==> config.mk <==
export PLATFORM = sky130hd
export DESIGN_NAME = lzbd_out_fifo
export DESIGN_NICKNAME = d
export VERILOG_FILES = /design/src/hw/rtl/lzbd_pkg.sv /design/src/hw/rtl/lzbd_out_fifo.sv
export SDC_FILE = /design/constraint.sdc
export NUM_CORES = 1
export LEC_CHECK = 0
export BUFFER_PORTS_ARGS = -buffer_cell sky130_fd_sc_hd__buf_2
export CAP_MARGIN = 20
export CORE_ASPECT_RATIO = 1.4
export CORE_MARGIN = 2
export CORE_UTILIZATION = 38
export CTS_CLUSTER_DIAMETER = 50
export DETAILED_ROUTE_END_ITERATION = 8
export PLACE_DENSITY_LB_ADDON = 0.1
export SLEW_MARGIN = 40
export SYNTH_ARGS = -nofsm -noshare
export SYNTH_HDL_FRONTEND = slang
export SYNTH_SLANG_ARGS = --single-unit
==> constraint.sdc <==
create_clock -name clk -period 3.87 [get_ports clk]
set_input_delay 0 -clock clk [delete_from_list [all_inputs] [get_ports clk]]
set_output_delay 0 -clock clk [all_outputs]
set_load 0.05 [all_outputs]
==> src/hw/rtl/lzbd_pkg.sv <==
`default_nettype none

package lzbd_pkg;

  localparam int unsigned WINDOW_BYTES = 65536;
  localparam int unsigned HIST_AW      = $clog2(WINDOW_BYTES);
  localparam int unsigned OUT_CNT_W    = 24;
  localparam int unsigned CAP_W        = 24;

  localparam logic [CAP_W-1:0] CAP_RESET = 24'd65536;
  localparam logic [3:0]       NIB_EXT   = 4'hF;
  localparam logic [7:0]       BYTE_EXT  = 8'hFF;
  localparam logic [3:0]       MIN_MATCH = 4'd4;

  typedef enum logic [0:0] {
    OP_FEED = 1'b0,
    OP_PULL = 1'b1
  } op_t;

  typedef enum logic [2:0] {
    ERR_CAP    = 3'd0,
    ERR_ZERO   = 3'd1,
    ERR_FAR    = 3'd2,
    ERR_TRUNC  = 3'd3,
    ERR_MISUSE = 3'd4
  } err_code_t;

  typedef enum logic [6:0] {
    PH_TOKEN    = 7'b0000001,
    PH_LITEXT   = 7'b0000010,
    PH_LITERALS = 7'b0000100,
    PH_OFFLO    = 7'b0001000,
    PH_OFFHI    = 7'b0010000,
    PH_MATEXT   = 7'b0100000,
    PH_COPY     = 7'b1000000
  } phase_t;

  // history read request issued when the item is taken
  typedef struct packed {
    logic               en;
    logic [HIST_AW-1:0] addr;
  } hist_rd_t;

  // decoded item on its way to the output queue
  typedef struct packed {
    logic                 has_result;
    logic                 has_byte;
    logic                 copy;
    logic                 record;
    logic [HIST_AW-1:0]   waddr;
    logic [7:0]           data;
    logic                 final_res;
    logic                 error;
    err_code_t            error_code;
    logic [OUT_CNT_W-1:0] out_count;
  } stage_t;

  typedef struct packed {
    logic                 has_byte;
    logic [7:0]           out_byte;
    logic                 final_res;
    logic                 error;
    err_code_t            error_code;
    logic [OUT_CNT_W-1:0] out_count;
  } out_item_t;

endpackage

`default_nettype wire

==> src/hw/rtl/lzbd_out_fifo.sv <==
`default_nettype none

module lzbd_out_fifo
  import lzbd_pkg::*;
(
  input  wire logic      clk,
  input  wire logic      rst,
  input  wire logic      push,
  input  wire out_item_t push_item,
  input  wire logic      pop,
  output logic           not_empty,
  output out_item_t      head,
  output logic [1:0]     occupancy
);

  localparam logic [1:0] LAST_SLOT = 2'd2;

  out_item_t  slots [3];
  logic [1:0] wr_ptr;
  logic [1:0] rd_ptr;
  logic [1:0] count;

  always_ff @(posedge clk) begin
    if (push) begin
      slots[wr_ptr] <= push_item;
    end
  end

  always_ff @(posedge clk) begin
    if (rst) begin
      wr_ptr <= '0;
      rd_ptr <= '0;
      count  <= '0;
    end else begin
      if (push) begin
        wr_ptr <= (wr_ptr == LAST_SLOT) ? 2'd0 : wr_ptr + 2'd1;
      end
      if (pop) begin
        rd_ptr <= (rd_ptr == LAST_SLOT) ? 2'd0 : rd_ptr + 2'd1;
      end
      unique case ({push, pop})
        2'b10:   count <= count + 2'd1;
        2'b01:   count <= count - 2'd1;
        default: count <= count;
      endcase
    end
  end

  assign not_empty = (count != 2'd0);
  assign head      = slots[rd_ptr];
  assign occupancy = count;

endmodule

`default_nettype wire
## Yosys cells after proc, flatten, opt, wreduce, memory -nomap -nowiden

Memory sizes are Yosys's and may differ from the RTL's. A register that Yosys moved wholly into a read port is not among the register bits.
Cells that the tools add are included.

| cells by class | value |
|---|---|
| add/sub/neg operators | 4 |
| eq/ne operators | 4 |
| mux-type cells | 7 |
| reductions and logical operators | 2 |

Operators by type and width:

| operator | count |
|---|---|
| two-way mux 2 bit | 4 |
| adder 2 x 1 -> 2 bit (second input constant) | 3 |
| == test 2 bit (second input constant) | 3 |
| case mux 2 bit (2 select lines) | 1 |
| nonzero test 2 bit | 2 |
| == test 2 x 1 -> 1 bit (second input constant) | 1 |
| two-way mux 1 bit | 2 |
| subtractor 2 x 1 -> 2 bit (second input constant) | 1 |

| word-level totals | value |
|---|---|
| bits in registers | 6 |
| bits in writable memories | 114 |
| input port bits | 42 |
| output and inout bits | 41 |
| word-level logic and storage cells | 21 |
| memories kept | 1 |

Memories:

| memory | depth | bits a word | rd ports | clocked after memory_dff | write ports | line | RTL |
|---|---|---|---|---|---|---|---|
| slots | 3 | 38 | 1 | 1 | 1 | lzbd_out_fifo.sv:18 | `out_item_t slots [3];` |

## Depth between registers and ports, before layout

| logic depth | value |
|---|---|
| depth in word-level cells | 4 |
| mapped depth | 5 |
| gate-level depth less buffers | 5 |

## Worst setup path after synthesis

OpenSTA, ideal clock, no wires.

| timing path | value |
|---|---|
| path kind | reg-to-reg |
| start | register wr_ptr[1] |
| end | memory slots[0][0] (netlist bit), enable pin |
| library setup time | 483 ps |
| arrival | 3020 ps |
| path slack | 367 ps |
| cell stages (with the launch flop) | 2 |
| buffers on the path | 0 |
| path through | dfxtp_1 > nor3_1 |

RTL lines:

| what | line | RTL |
|---|---|---|
| start: declaration | lzbd_out_fifo.sv:19 | `logic [1:0] wr_ptr;` |
| start signal: assignment | lzbd_out_fifo.sv:36 | `wr_ptr <= (wr_ptr == LAST_SLOT) ? 2'd0 : wr_ptr + 2'd1;` |
| end: declaration | lzbd_out_fifo.sv:18 |  |

No word-level cell before the write port.

==> qor.yml <==
rsz0062_at_grt: "no"
cts_sinks: 122
hold_viol_final: 0
hp-start: "push_item[32]"
final_cell_mix: "114 x edfxtp_1, 82 x buf_2, 42 x dlygate4sd3_1"
grt.total_usage_pct: 14.37
cts_setup_buffers: 0
syn2layout_area_growth_pct: 34.99
r2r-start: "wr_ptr[1]$_SDFFE_PP0P_"
ys.flop_type: "edfxtp_1"
synth_top_area_share_pct: 75.79
syn_area_per_cell_um2: 16.55
gp_congestion: 0.7037
holdBufCountCts: 42
drc: 0
synth_area_mm2: 0.004517
status: "finished clean"
clock_path_buffers: 2
synth_cell_type_count: 26
cts_tree: "built"
finalCritPeriodShare_pct: 52.29
synth-seq-cells: 122
vias: 2651
fill_cells: 978
die_w_um: 96.14
vias_per_cell: 4.667
path_clk_slew_ns: 0.05
drive_gt1_share_pct: 27.55
yosys.area.top_type: "edfxtp_1"
async_reset_ff_share_pct: 0
fin_setup_tns_ns: 0
cts.htree.levels: 4
grt_max_degree: 58
cts_resized: 0
stdcell_area_mm2: 0.006097
hpwl_um: 5331
routedWlPerCell_um: 15.23
end_kind: "primary output"
min_path_type: "primary input to register"
clkLatencyLatePin_ns: 0.39
grt_overflow: 0
n_antenna_cell: 0
min_period_ns: 2.024
worst_setup_path_start_kind: "register"
hold_slack_ns: 0.3402
dieArea_mm2: 0.01279
antenna_found_initial: 0
rows: 47
initialDrtViolationCount: 97
crit_required_ns: 3.87
maxSlewViolCount: 0
yosys_warnings: 0
port_buffers: 82
start_util_pct: 38.60
dpl_worst_slack_ns: 1.952
postRouteAntennaNets: 0
worstPathMaxFanout: 24
p_leak_uw: 0.002204
fmax_mhz: 494.1
setup_viol: 0
drt_pass1_iterations: 4
fp.dieH_um: 133
max_cap_violations: 0
grt_pass1_vias: 2598
synth_edf_count: 114
pin_count: 83
ir_drop_mv: 0.3721
syn_inst: 273
final_common_cell: "edfxtp_1"
coreArea_mm2: 0.01170
cp.arrival_ns: 2.02
fin_nets: 454
synth.area.top_cells: "edfxtp_1 76%, mux2i_1 8.4%, o21ai_1 4.2%"
seq_area_frac_synth_pct: 79.34
setup_ws_ns: 1.846
wl_um: 8651
postPlaceCellArea_mm2: 0.005175
critPathKind: "register to primary output"
syn-num-nets: 316
cts_made_buffers: 17
cellPowerDensity_mw_per_mm2: 545.4
tightestPinTransition_ns: 0.6608
relSlewSlack_pct: 55.80
clock_skew_ns: 0.007288
grt_pass1_wl_um: 13180
root_buffer: "clkbuf_16"
-- final cells by class --
| class | instances | area, um2 | share of cell area (%) |
|---|---|---|---|
| clock buffer | 23 | 447.9 | 7.347 |
| clock inverter | 6 | 51.30 | 0.8414 |
| inverter | 2 | 7.507 | 0.1231 |
| multi-input combinational | 137 | 879.6 | 14.43 |
| sequential | 122 | 3591 | 58.90 |
| tap | 147 | 183.9 | 3.017 |
| timing repair buffer | 131 | 935.9 | 15.35 |
-- layer usage --
| metal | global-route usage (%) | share of wire [%] | routed length [um] | up-vias |
|---|---|---|---|---|
| li1 | - | - | - | 1306 |
| met1 | 15.62 | 40 | 3484 | 1276 |
| met2 | 24.73 | 54 | 4631 | 58 |
| met3 | 5.182 | 4.2 | 360 | 11 |
| met4 | 6.032 | 2.0 | 174 | 0 |
| met5 | 0 | 0 | 0 | - |
-- report_power, final --
| group | switching (uW) | total [uW] | internal, uW |
|---|---|---|---|
| combinational | 307 | 443 | 136 |
| sequential | 35.0 | 1540 | 1510 |
| clock | 478 | 1340 | 860 |
| total | 820 | 3330 | 2510 |
-- critical path: stages (launching register included) --
cell,delay [ns]
dfxtp_4,0.64
buf_4,0.38
mux2i_1,0.12
o21ai_1,0.18
buf_2,0.30
-- cells in the mapped netlist (2+ instances only) --
| cell type | number |
|---|---|
| mux2i_1 | 38 |
| buf_2 | 4 |
| clkbuf_1 | 3 |
| buf_4 | 2 |
| nor2_1 | 5 |
| a21oi_1 | 3 |
| o21ai_1 | 38 |
| edfxtp_1 | 114 |
| buf_6 | 2 |
| nand2_1 | 41 |
| dfxtp_1 | 8 |
-- logic make-up (layout without fill, tap and decap cells) --
family,count (synthesis),in the layout,synth area share (%)
buffers and inverters,14,162,1.772
and+or+nand+nor,52,52,4.682
muxes,39,39,8.670
AOI/OAI and AO/OA,43,43,4.875
xor gates and xnor gates,2,2,0.3879
adders and majority gates,1,1,0.2770
DFF,122,122,79.34
-- stage by stage --
step | total power, uW | instances | util (%)
after floorplan | 1860 | 273 | -
after global placement | 1976 | 495 | 43.68
after detailed placement | 1987 | 497 | 44.22
after CTS | 3365 | 568 | 52.08
after global routing | 3457 | 568 | 52.10
final | 3325 | 568 | 52.10
-- registers in the layout, indices dropped and copies added (netlist names), named ones only --
| name | cells |
|---|---|
| wr_ptr | 2 |
| occupancy | 2 |
| rd_ptr | 2 |
| slots | 114 |
-- worst paths after layout --
check,endpoint,slack [ns],depth (start not counted)
max,head[20],1.85,4
min,slots[2][32]$_DFFE_PP_,0.34,2
max reg2reg,slots[2][14]$_DFFE_PP_,2.22,3
min reg2reg,register,0.49,2
(Power assumes the default switching activity.)
