`src/hw/rtl/lzbd_pkg.sv`:
```
`default_nettype none

package lzbd_pkg;

  localparam int unsigned WINDOW_BYTES = 65536;
  localparam int unsigned HIST_AW      = $clog2(WINDOW_BYTES);
  localparam int unsigned OUT_CNT_W    = 24;
  localparam int unsigned CAP_W        = 24;

  localparam logic [CAP_W-1:0] CAP_RESET = 24'd65536;
  localparam logic [3:0]       NIB_EXT   = 4'hF;
  localparam logic [7:0]       BYTE_EXT  = 8'hFF;
  localparam logic [3:0]       MIN_MATCH = 4'd4;

  typedef enum logic [0:0] {
    OP_FEED = 1'b0,
    OP_PULL = 1'b1
  } op_t;

  typedef enum logic [2:0] {
    ERR_CAP    = 3'd0,
    ERR_ZERO   = 3'd1,
    ERR_FAR    = 3'd2,
    ERR_TRUNC  = 3'd3,
    ERR_MISUSE = 3'd4
  } err_code_t;

  typedef enum logic [6:0] {
    PH_TOKEN    = 7'b0000001,
    PH_LITEXT   = 7'b0000010,
    PH_LITERALS = 7'b0000100,
    PH_OFFLO    = 7'b0001000,
    PH_OFFHI    = 7'b0010000,
    PH_MATEXT   = 7'b0100000,
    PH_COPY     = 7'b1000000
  } phase_t;

  // history read request issued when the item is taken
  typedef struct packed {
    logic               en;
    logic [HIST_AW-1:0] addr;
  } hist_rd_t;

  // decoded item on its way to the output queue
  typedef struct packed {
    logic                 has_result;
    logic                 has_byte;
    logic                 copy;
    logic                 record;
    logic [HIST_AW-1:0]   waddr;
    logic [7:0]           data;
    logic                 final_res;
    logic                 error;
    err_code_t            error_code;
    logic [OUT_CNT_W-1:0] out_count;
  } stage_t;

  typedef struct packed {
    logic                 has_byte;
    logic [7:0]           out_byte;
    logic                 final_res;
    logic                 error;
    err_code_t            error_code;
    logic [OUT_CNT_W-1:0] out_count;
  } out_item_t;

endpackage

`default_nettype wire

```
`src/hw/rtl/lzbd_parser.sv`:
```
`default_nettype none

module lzbd_parser
  import lzbd_pkg::*;
#(
  parameter int unsigned COUNT_BITS = 24
) (
  input  wire logic             clk,
  input  wire logic             rst,
  input  wire logic             accept,
  input  wire op_t              op,
  input  wire logic [7:0]       in_byte,
  input  wire logic             in_last,
  input  wire logic [CAP_W-1:0] out_capacity,
  output hist_rd_t              hist_rd,
  output stage_t                res
);

  localparam int unsigned LW = COUNT_BITS + 1;
  localparam int unsigned CW = (COUNT_BITS + 2 > CAP_W + 1) ? COUNT_BITS + 2 : CAP_W + 1;

  phase_t                phase, phase_next;
  logic [3:0]            match_nibble, match_nibble_next;
  logic [LW-1:0]         literal_left, literal_left_next;
  logic [LW-1:0]         match_left, match_left_next;
  logic [15:0]           match_distance, match_distance_next;
  logic [COUNT_BITS-1:0] produced, produced_next;
  logic                  input_ended, input_ended_next;

  logic [COUNT_BITS-1:0] prod_inc;
  logic [LW:0]           lit_sum;
  logic [LW-1:0]         lit_sat;
  logic [8:0]            mat_add;
  logic [LW:0]           mat_sum;
  logic [LW-1:0]         mat_sat;
  logic [LW-1:0]         tok_lit;
  logic [LW-1:0]         nib_len;
  logic [LW-1:0]         chk_len;
  logic [CW-1:0]         prod_w, inc_w;
  logic                  over;
  logic [15:0]           dist_full;
  logic                  restart;

  assign prod_inc = produced + COUNT_BITS'(1);
  assign prod_w   = CW'(produced);
  assign inc_w    = CW'(prod_inc);

  // saturating length accumulators
  assign lit_sum = {1'b0, literal_left} + (LW+1)'(in_byte);
  assign lit_sat = lit_sum[LW] ? {LW{1'b1}} : lit_sum[LW-1:0];
  assign mat_add = (in_byte == BYTE_EXT) ? {1'b0, in_byte} : ({1'b0, in_byte} + 9'(MIN_MATCH));
  assign mat_sum = {1'b0, match_left} + (LW+1)'(mat_add);
  assign mat_sat = mat_sum[LW] ? {LW{1'b1}} : mat_sum[LW-1:0];
  assign tok_lit = LW'(in_byte[7:4]);
  assign nib_len = LW'(match_nibble) + LW'(MIN_MATCH);

  always_comb begin
    unique case (phase)
      PH_LITEXT: chk_len = lit_sat;
      PH_OFFHI:  chk_len = nib_len;
      PH_MATEXT: chk_len = mat_sat;
      default:   chk_len = tok_lit;
    endcase
  end

  assign over      = (prod_w + CW'(chk_len)) > CW'(out_capacity);
  assign dist_full = {in_byte, match_distance[7:0]};

  always_comb begin
    phase_next          = phase;
    match_nibble_next   = match_nibble;
    literal_left_next   = literal_left;
    match_left_next     = match_left;
    match_distance_next = match_distance;
    produced_next       = produced;
    input_ended_next    = input_ended;
    restart             = 1'b0;
    hist_rd             = '0;
    res                 = '0;
    res.error_code      = ERR_CAP;
    res.waddr           = produced[HIST_AW-1:0];
    res.out_count       = prod_w[OUT_CNT_W-1:0];

    if (accept) begin
      if (op == OP_PULL) begin
        if (phase != PH_COPY) begin
          res.has_result = 1'b1;
          res.error      = 1'b1;
          res.error_code = ERR_MISUSE;
          restart        = 1'b1;
        end else begin
          hist_rd.en      = 1'b1;
          hist_rd.addr    = produced[HIST_AW-1:0] - match_distance;
          res.has_result  = 1'b1;
          res.has_byte    = 1'b1;
          res.copy        = 1'b1;
          res.record      = 1'b1;
          res.out_count   = inc_w[OUT_CNT_W-1:0];
          produced_next   = prod_inc;
          match_left_next = match_left - LW'(1);
          if (match_left == LW'(1)) begin
            if (input_ended) begin
              res.final_res = 1'b1;
              restart       = 1'b1;
            end else begin
              phase_next = PH_TOKEN;
            end
          end
        end
      end else begin
        unique case (phase)
          PH_TOKEN, PH_LITEXT: begin
            if (phase == PH_TOKEN) begin
              match_nibble_next = in_byte[3:0];
              literal_left_next = tok_lit;
            end else begin
              literal_left_next = lit_sat;
            end
            if ((phase == PH_TOKEN && in_byte[7:4] == NIB_EXT) ||
                (phase == PH_LITEXT && in_byte == BYTE_EXT)) begin
              phase_next = PH_LITEXT;
              if (in_last) begin
                res.has_result = 1'b1;
                res.error      = 1'b1;
                res.error_code = ERR_TRUNC;
                restart        = 1'b1;
              end
            end else if (over) begin
              res.has_result = 1'b1;
              res.error      = 1'b1;
              res.error_code = ERR_CAP;
              restart        = 1'b1;
            end else if (chk_len == '0) begin
              if (in_last) begin
                res.has_result = 1'b1;
                res.final_res  = 1'b1;
                restart        = 1'b1;
              end else begin
                phase_next = PH_OFFLO;
              end
            end else if (in_last) begin
              res.has_result = 1'b1;
              res.error      = 1'b1;
              res.error_code = ERR_TRUNC;
              restart        = 1'b1;
            end else begin
              phase_next = PH_LITERALS;
            end
          end
          PH_LITERALS: begin
            if (literal_left > LW'(1) && in_last) begin
              res.has_result = 1'b1;
              res.error      = 1'b1;
              res.error_code = ERR_TRUNC;
              restart        = 1'b1;
            end else begin
              res.has_result    = 1'b1;
              res.has_byte      = 1'b1;
              res.record        = 1'b1;
              res.data          = in_byte;
              res.out_count     = inc_w[OUT_CNT_W-1:0];
              produced_next     = prod_inc;
              literal_left_next = literal_left - LW'(1);
              if (literal_left == LW'(1)) begin
                if (in_last) begin
                  res.final_res = 1'b1;
                  restart       = 1'b1;
                end else begin
                  phase_next = PH_OFFLO;
                end
              end
            end
          end
          PH_OFFLO: begin
            if (in_last) begin
              res.has_result = 1'b1;
              res.error      = 1'b1;
              res.error_code = ERR_TRUNC;
              restart        = 1'b1;
            end else begin
              match_distance_next = {8'd0, in_byte};
              phase_next          = PH_OFFHI;
            end
          end
          PH_OFFHI: begin
            match_distance_next = dist_full;
            if (dist_full == 16'd0) begin
              res.has_result = 1'b1;
              res.error      = 1'b1;
              res.error_code = ERR_ZERO;
              restart        = 1'b1;
            end else if (COUNT_BITS'(dist_full) > produced) begin
              res.has_result = 1'b1;
              res.error      = 1'b1;
              res.error_code = ERR_FAR;
              restart        = 1'b1;
            end else if (match_nibble == NIB_EXT) begin
              match_left_next = LW'(match_nibble);
              phase_next      = PH_MATEXT;
              if (in_last) begin
                res.has_result = 1'b1;
                res.error      = 1'b1;
                res.error_code = ERR_TRUNC;
                restart        = 1'b1;
              end
            end else if (over) begin
              res.has_result = 1'b1;
              res.error      = 1'b1;
              res.error_code = ERR_CAP;
              restart        = 1'b1;
            end else begin
              match_left_next  = nib_len;
              input_ended_next = in_last;
              phase_next       = PH_COPY;
            end
          end
          PH_MATEXT: begin
            match_left_next = mat_sat;
            if (in_byte == BYTE_EXT) begin
              if (in_last) begin
                res.has_result = 1'b1;
                res.error      = 1'b1;
                res.error_code = ERR_TRUNC;
                restart        = 1'b1;
              end
            end else if (over) begin
              res.has_result = 1'b1;
              res.error      = 1'b1;
              res.error_code = ERR_CAP;
              restart        = 1'b1;
            end else begin
              input_ended_next = in_last;
              phase_next       = PH_COPY;
            end
          end
          default: begin
            // feeding a byte while match bytes are still owed
            res.has_result = 1'b1;
            res.error      = 1'b1;
            res.error_code = ERR_MISUSE;
            restart        = 1'b1;
          end
        endcase
      end
    end

    if (restart) begin
      phase_next          = PH_TOKEN;
      match_nibble_next   = '0;
      literal_left_next   = '0;
      match_left_next     = '0;
      match_distance_next = '0;
      produced_next       = '0;
      input_ended_next    = 1'b0;
    end
  end

  always_ff @(posedge clk) begin
    if (rst) begin
      phase          <= PH_TOKEN;
      match_nibble   <= '0;
      literal_left   <= '0;
      match_left     <= '0;
      match_distance <= '0;
      produced       <= '0;
      input_ended    <= 1'b0;
    end else begin
      phase          <= phase_next;
      match_nibble   <= match_nibble_next;
      literal_left   <= literal_left_next;
      match_left     <= match_left_next;
      match_distance <= match_distance_next;
      produced       <= produced_next;
      input_ended    <= input_ended_next;
    end
  end

endmodule

`default_nettype wire

```
`config.mk`:
```
export PLATFORM = sky130hd
export DESIGN_NAME = lzbd_parser
export DESIGN_NICKNAME = d
export VERILOG_FILES = /design/src/hw/rtl/lzbd_pkg.sv /design/src/hw/rtl/lzbd_parser.sv
export SDC_FILE = /design/constraint.sdc
export NUM_CORES = 1
export LEC_CHECK = 0
export BUFFER_PORTS_ARGS = -buffer_cell sky130_fd_sc_hd__buf_2
export CAP_MARGIN = 20
export CORE_MARGIN = 10
export CORE_UTILIZATION = 41
export DETAILED_ROUTE_END_ITERATION = 10
export PLACE_DENSITY = 0.72
export SLEW_MARGIN = 20
export SYNTH_ARGS = -nofsm -noshare
export SYNTH_HDL_FRONTEND = slang
export SYNTH_SLANG_ARGS = --single-unit
```
`constraint.sdc`:
```
create_clock -name clk -period 7.3 [get_ports clk]
set_clock_uncertainty 0.15 [all_clocks]
set_input_delay 0 -clock clk [delete_from_list [all_inputs] [get_ports clk]]
set_output_delay 0 -clock clk [all_outputs]
set_load 0.01 [all_outputs]
```
### Yosys cells after proc, flatten, opt, wreduce, memory -nomap -nowiden

Cells that the tools add are included.

* flip-flop bits (word level): 102
* output and inout port bits: 74

* add/sub/neg operators: 9
* order comparisons: 3
* eq/ne operators: 30
* muxes and demuxes: 93
* bitwise operators: 3
* reductions and logical operators: 20

Operator list (count)
* $mux 25: 10
* $mux 7: 17
* $pmux 25 s2: 2
* $mux 24: 4
* $pmux 25 s3: 1
* $mux 17: 3
* $eq 25x1->1 const B: 2
* $sub 25x1->25 const B: 2
* $mux 4: 12
* $mux 37: 1
* $pmux 7 s5: 1
* $pmux 16 s2: 1
* $mux 29: 1
* $mux 1: 28
* $add 24x25->26: 1
* $add 25x8->26: 1
* $add 25x9->26: 1
* $gt 26x24->1: 1
* $gt 25x1->1 const B: 1
* $logic_not 25->1: 1
* $add 24x1->24 const B: 1
* $gt 16x24->1: 1
* $pmux 4 s5: 1
* $mux 9: 2
* other kinds (37): 62

### Logic depth before layout (Yosys ltp)

* depth after elaboration: 15
* mapped depth: 41

### Least setup slack after synthesis

No wires, ideal clock.

* kind: in2reg
* from: input in_byte[5]
* to: register produced[13]
* setup time: 60 ps
* arrival time: 7318 ps
* data required time: 7090 ps
* slack: -227 ps
* stages on the path: 37
* buffers on the path: 3
* path through: clkbuf_1 nand4_1 inv_1 nand4_1 and4_1 nand3_1 xnor2_1 ha_1 or2_1 a21oi_1 nor3_2 and3_1 buf_2 o21ai_0 o21ai_0 ha_1 a21oi_1 o21ai_0 a31oi_1 o21ai_0 a21o_1 a21o_1 a31oi_1 nor3_1 a21oi_1 xnor2_1 ha_1 a21oi_1 o21ai_0 a2111oi_0 a31oi_1 nor4_1 mux2i_4 a211o_1 o31ai_4 buf_2 and2_1

* cells in the longest elaborated chain, start to end: 15
* elaborated cells on any way between the ends: 27
* those cells by class: add/sub: 4; order compare: 2; eq/ne: 2; mux: 14; reduce/logical: 5

RTL lines
* start: declaration: line lzbd_parser.sv:12 `input wire logic [7:0] in_byte,`
* $add 8x3->9 / $eq 8x8->1 (equally long branches): line lzbd_parser.sv:51, lzbd_parser.sv:120, lzbd_parser.sv:219
* $mux 9: line lzbd_parser.sv:51 `assign mat_add = (in_byte == BYTE_EXT) ? {1'b0, in_byte} : ({1'b0, in_byte} + 9'(MIN_MATCH));`
* $add 25x9->26: line lzbd_parser.sv:52 `assign mat_sum = {1'b0, match_left} + (LW+1)'(mat_add);`
* $mux 25: line lzbd_parser.sv:53 `assign mat_sat = mat_sum[LW] ? {LW{1'b1}} : mat_sum[LW-1:0];`
* $pmux 25 s3: line lzbd_parser.sv:58 `unique case (phase)`
* $add 24x25->26: line lzbd_parser.sv:66 `assign over = (prod_w + CW'(chk_len)) > CW'(out_capacity);`
* $gt 26x24->1: line lzbd_parser.sv:66
* $mux 1: line lzbd_parser.sv:206, lzbd_parser.sv:226
* $mux 1: line lzbd_parser.sv:197 `end else if (match_nibble == NIB_EXT) begin`
* $mux 1: line lzbd_parser.sv:192 `end else if (COUNT_BITS'(dist_full) > produced) begin`
* $mux 1: line lzbd_parser.sv:187 `if (dist_full == 16'd0) begin`
* $pmux 1 s5 (*): line lzbd_parser.sv:111 `unique case (phase)`
* $mux 1 (*): line lzbd_parser.sv:85 `if (op == OP_PULL) begin`
* $mux 1 (*): line lzbd_parser.sv:84 `if (accept) begin`
* $reduce_or 2->1 (no source line) (*)
* end signal: assignment: line lzbd_parser.sv:273 `produced <= produced_next;`
* end: declaration: line lzbd_parser.sv:27 `logic [COUNT_BITS-1:0] produced, produced_next;`

Mark *: on every way between the ends. The rest lies on a longest branch, timed or not.
A chain may end at the register's enable or synchronous reset.

==> results.md <==
- Power spread over the standard cell area amounts to 100 mW/mm^2.
- The number of nets with antenna violations after detailed routing is 0.
- Summed over all cells, the static leakage comes to 6.54 nW.
- The clock sink total is 102.
- The classification of the worst setup path is reg -> out.
- The proportion of synthesized flip-flops having asynchronous set or reset is 0%.
- In the final design database the tool counted approximately 2100 nets.
- The count of placed standard cells in the final layout, fillers left out is approximately 2300.
- The worst endpoint required time is between 7 and 8 ns.
- For this run, the register share of the synthesized area comes to 17.1%.
- No sink is reached through more buffers than the 2 on the longest clock path.
- On the critical path, the stage with the largest delay is an instance of sky130_fd_sc_hd__fa_1.
- The area added between synthesis and finish is 25.9%.
- In this run the vertical extent of the chip is ~190 um.
- The via count of the first global-routing pass came to 13700.
- In the final routed layout, each cell accounts on average for 21.4 um.
- The utilization after layout is a little over half.
- Together, buffers and inverters on the worst path number 5.
- The via-per-instance ratio is 6.09.
- Among all flip-flop cells after synthesis, the most frequent one is sky130_fd_sc_hd__dfxtp_1.
- Row generation in the floorplan step produced 62 rows.
- The number of search-and-repair iterations in the first detailed-routing pass is 6.
- In this run the worst path has a maximum fanout of 4.
- The die outline area is between 0.03 and 0.04 sq mm.
- The number of setup violations in the final report is 0.
- The setup TNS is 0 ns.
- The all-layer global routing usage is 26.5%.
- Across the VDD grid, the largest voltage drop is roughly 0.1 mV.
- The top-level port count is 111.
- Data arrives at the worst endpoint at 6.94 ns.
- The net count of the mapped netlist is between 1500 and 2000.
- The number of enable flip-flop cells after synthesis is 0.
- The transition time at the pin with the least slew margin is 0.957 ns.
- The number of placed instances with taps included is 2307.
- The post-synthesis instance total is 1698.
- The post-place setup slack is -0.333 ns.
- Wires add up to 50000 um.
- The largest net degree at the start of global routing is 54.
- The initial antenna violation count is 0.
- The min-delay analysis places its worst path in the category in -> reg.
- For this run, the slowest stage of the critical path takes 0.39 ns.
- The via count is about 14000.
- The total area inside the core boundary comes to 0.0288 sq mm.
- A synthesized cell averages 7.05 sq um.
- The post-synthesis sequential element count is 102.
- The library cell used as clock root buffer is sky130_fd_sc_hd__clkbuf_16.
- The gate family responsible for the most delay along the worst path is compound AO/OA/AOI/OAI gates.
- In this run the cell area of the synthesized design comes to ~0.012 sq mm.
- The max-capacitance violation count is 0.
- The number of H-tree branching levels is 3.
- Final hold analysis gives a worst-case slack of 0.0281 ns.
- The smallest clock period supported by the final layout is computed as a little over 7 ns.
- The count of fill cells added during filler insertion is roughly 2800.
- In this run the cell area measured after placement is ~0.014 sq mm.
- The total congestion overflow after global routing is 0.
- The initial core utilization is 41.6%.
- Static timing analysis puts the maximum clock frequency at 0.141 GHz.
- The design draws 1.51 mW.
- The horizontal die dimension is approximately 190 um.
- STA classifies the critical path startpoint as a register.
- For this run, design rule violations remaining after detail routing come to 0.
- The type of destination of the critical path is an output pin.
- The CTS tree is yes.
- Detailed placement finished with a half-perimeter wire length of 39500 um.
- The first global-routing pass estimated 77000 um of wire.
- In this run the tool buffered the top-level ports with 110 buffer cells.
- The count of unique library cells instantiated by Yosys is 93.
- After routing the design area is ~0.015 sq mm.
- The run finished with clean final reports.
- Counting the buffers created by CTS gives 9.
- The number of hold violations in the final report is 0.
- The number of warning messages in the yosys log is 0.
- In this run the tightest slew margin relative to its limit is a little over a third.
- The number of max-slew violations in the final report was 0.
- The layout cell share with drive strength beyond 1 is roughly a quarter.
- The share of the clock period used by the worst path after layout is 97.1%.
- At the later pin of the worst-skew pair, clock insertion delay measures ~0.38 ns.
- The final critical-path setup slack is 0.212 ns.
- For this block, the initial DRC count from the detailed router was 1741.
- After clock tree synthesis, the clock-pin slew on the worst setup and hold paths is 0.07 ns.
- The diode insertion count for antenna repair is 0.
- Routability-driven placement finished with a final weighted congestion of 0.977.
synth_stat cells (9+ instances only):
cell type                  instances  area [sq um]
sky130_fd_sc_hd__o21a_1           27           203
sky130_fd_sc_hd__and2_1           46           288
sky130_fd_sc_hd__a21oi_1         108           541
sky130_fd_sc_hd__nor3_1           59           295
sky130_fd_sc_hd__a21o_1           26           195
sky130_fd_sc_hd__nor4_1           27           169
sky130_fd_sc_hd__o31ai_1          15           113
sky130_fd_sc_hd__buf_2            25           125
sky130_fd_sc_hd__inv_1           102           383
sky130_fd_sc_hd__xor2_1           17           149
sky130_fd_sc_hd__nand4_1          36           225
sky130_fd_sc_hd__nand2_1         155           582
sky130_fd_sc_hd__nor2_1          173           649
sky130_fd_sc_hd__o22ai_1          16           100
sky130_fd_sc_hd__dfxtp_1         102          2040
sky130_fd_sc_hd__and4_1           12           105
sky130_fd_sc_hd__a22oi_1          19           143
sky130_fd_sc_hd__or3_1            19           119
sky130_fd_sc_hd__buf_4            21           158
sky130_fd_sc_hd__xnor2_1          51           447
sky130_fd_sc_hd__nand3_1          62           310
sky130_fd_sc_hd__or2_2             9          56.3
sky130_fd_sc_hd__mux2i_1          12           120
sky130_fd_sc_hd__ha_1            104          1300
sky130_fd_sc_hd__o21ai_0         126           631
sky130_fd_sc_hd__o211ai_1         12          90.1
sky130_fd_sc_hd__or4_1             9          67.6
sky130_fd_sc_hd__and3_1           19           119
sky130_fd_sc_hd__nand2b_1         13          81.3
sky130_fd_sc_hd__a211oi_1         13          97.6
sky130_fd_sc_hd__nor2b_1          16           100
sky130_fd_sc_hd__a31oi_1          30           188
sky130_fd_sc_hd__clkbuf_1         49           184
path summary, 6_finish.rpt:
| check | slack [ns] | start | depth (start not counted) | end |
|---|---|---|---|---|
| setup / recovery | 0.21 | literal_left[0]$_SDFFE_PP0P_ | 33 | res[27] |
| hold / removal | 0.03 | in_byte[7] | 4 | match_distance[15]$_SDFFE_PP0P_ |
| setup reg to reg | 0.25 | literal_left[0]$_SDFFE_PP0P_ | 34 | match_distance[12]$_SDFFE_PP0P_ |
| hold reg to reg | 0.36 | match_distance[14]$_SDFFE_PP0P_ | 2 | match_distance[14]$_SDFFE_PP0P_ |
flip-flops by register name, indices dropped and copies added, names as in the netlist:
name,flops
match_left,25
match_distance,16
produced,24
input_ended,1
literal_left,25
match_nibble,4
phase,7
worst register-to-register path, delay by kind of cell (launching register included):
family / cells / cell delay (ns)
multiplexers: 1 / 0.14
flip-flops: 1 / 0.34
buffers and inverters: 5 / 0.74
adder cells (fa/ha/maj): 4 / 1.30
AO/OA/AOI/OAI: 18 / 3.38
XOR/XNOR: 1 / 0.09
AND/OR/NAND/NOR: 5 / 0.81
cells by family (layout without fill, tap and decap cells):
logic type | after synthesis | after routing | synth area share, %
xor gates and xnor gates | 68 | 68 | 4.97
buffers and inverters | 203 | 463 | 7.47
adders and majority gates | 108 | 108 | 11.5
AOI/OAI and AO/OA | 503 | 503 | 27.8
muxes | 13 | 13 | 1.19
DFF | 102 | 102 | 17.1
and+or+nand+nor | 701 | 701 | 29.9
layout by cell type (no fill, tap or decap), types with 12 or more instances in the layout:
master                       n
sky130_fd_sc_hd__a21o_1     26
sky130_fd_sc_hd__a21oi_1   101
sky130_fd_sc_hd__a22oi_1    19
sky130_fd_sc_hd__a31oi_1    23
sky130_fd_sc_hd__and2_1     46
sky130_fd_sc_hd__and3_1     15
sky130_fd_sc_hd__and4_1     12
sky130_fd_sc_hd__buf_2     110
sky130_fd_sc_hd__buf_4     220
sky130_fd_sc_hd__dfxtp_1    99
sky130_fd_sc_hd__ha_1       94
sky130_fd_sc_hd__inv_1     102
sky130_fd_sc_hd__mux2i_1    12
sky130_fd_sc_hd__nand2_1   153
sky130_fd_sc_hd__nand2b_1   13
sky130_fd_sc_hd__nand3_1    58
sky130_fd_sc_hd__nand4_1    36
sky130_fd_sc_hd__nor2_1    170
sky130_fd_sc_hd__nor2b_1    14
sky130_fd_sc_hd__nor3_1     54
sky130_fd_sc_hd__nor4_1     24
sky130_fd_sc_hd__o211ai_1   12
sky130_fd_sc_hd__o21a_1     27
sky130_fd_sc_hd__o21ai_0   107
sky130_fd_sc_hd__o21ai_1    21
sky130_fd_sc_hd__o22ai_1    16
sky130_fd_sc_hd__o31ai_1    13
sky130_fd_sc_hd__or3_1      18
sky130_fd_sc_hd__xnor2_1    51
sky130_fd_sc_hd__xor2_1     17
timing repair:
item / CTS / global route
pin swaps: 6 / 23
gates resized for setup: 25 / 89
hold buffers: 9 / 0
endpoints found under the hold margin: 8 / 0
endpoints found under the setup margin: 100 / 107
buffers inserted: 2 / 8
layout make-up:
cell class | count | area, sq um | area share, %
Clock buffer | 13 | 260 | 1.73
Sequential cell | 102 | 2050 | 13.6
Clock inverter | 3 | 42.5 | 0.282
Inverter | 103 | 387 | 2.57
Multi-Input combinational cell | 1393 | 9460 | 62.8
Tap cell | 384 | 480 | 3.19
Timing Repair Buffer | 344 | 2390 | 15.9
per-layer routing:
metal,vias up,wire length (um),global-route usage [%]
met3,127,3940,4.99
met1,6708,21200,34.1
met4,0,2140,12.6
met5,-,0,0
met2,690,22700,41.7
li1,6735,-,-
power breakdown:
part | leakage, nW | total [mW] | internal [mW] | switching (mW)
logic | 5.57 | 0.410 | 0.153 | 0.257
registers | 0.824 | 0.572 | 0.563 | 0.00863
clock network | 0.146 | 0.526 | 0.285 | 0.241
Note: power is estimated with default switching activity, not from simulation.
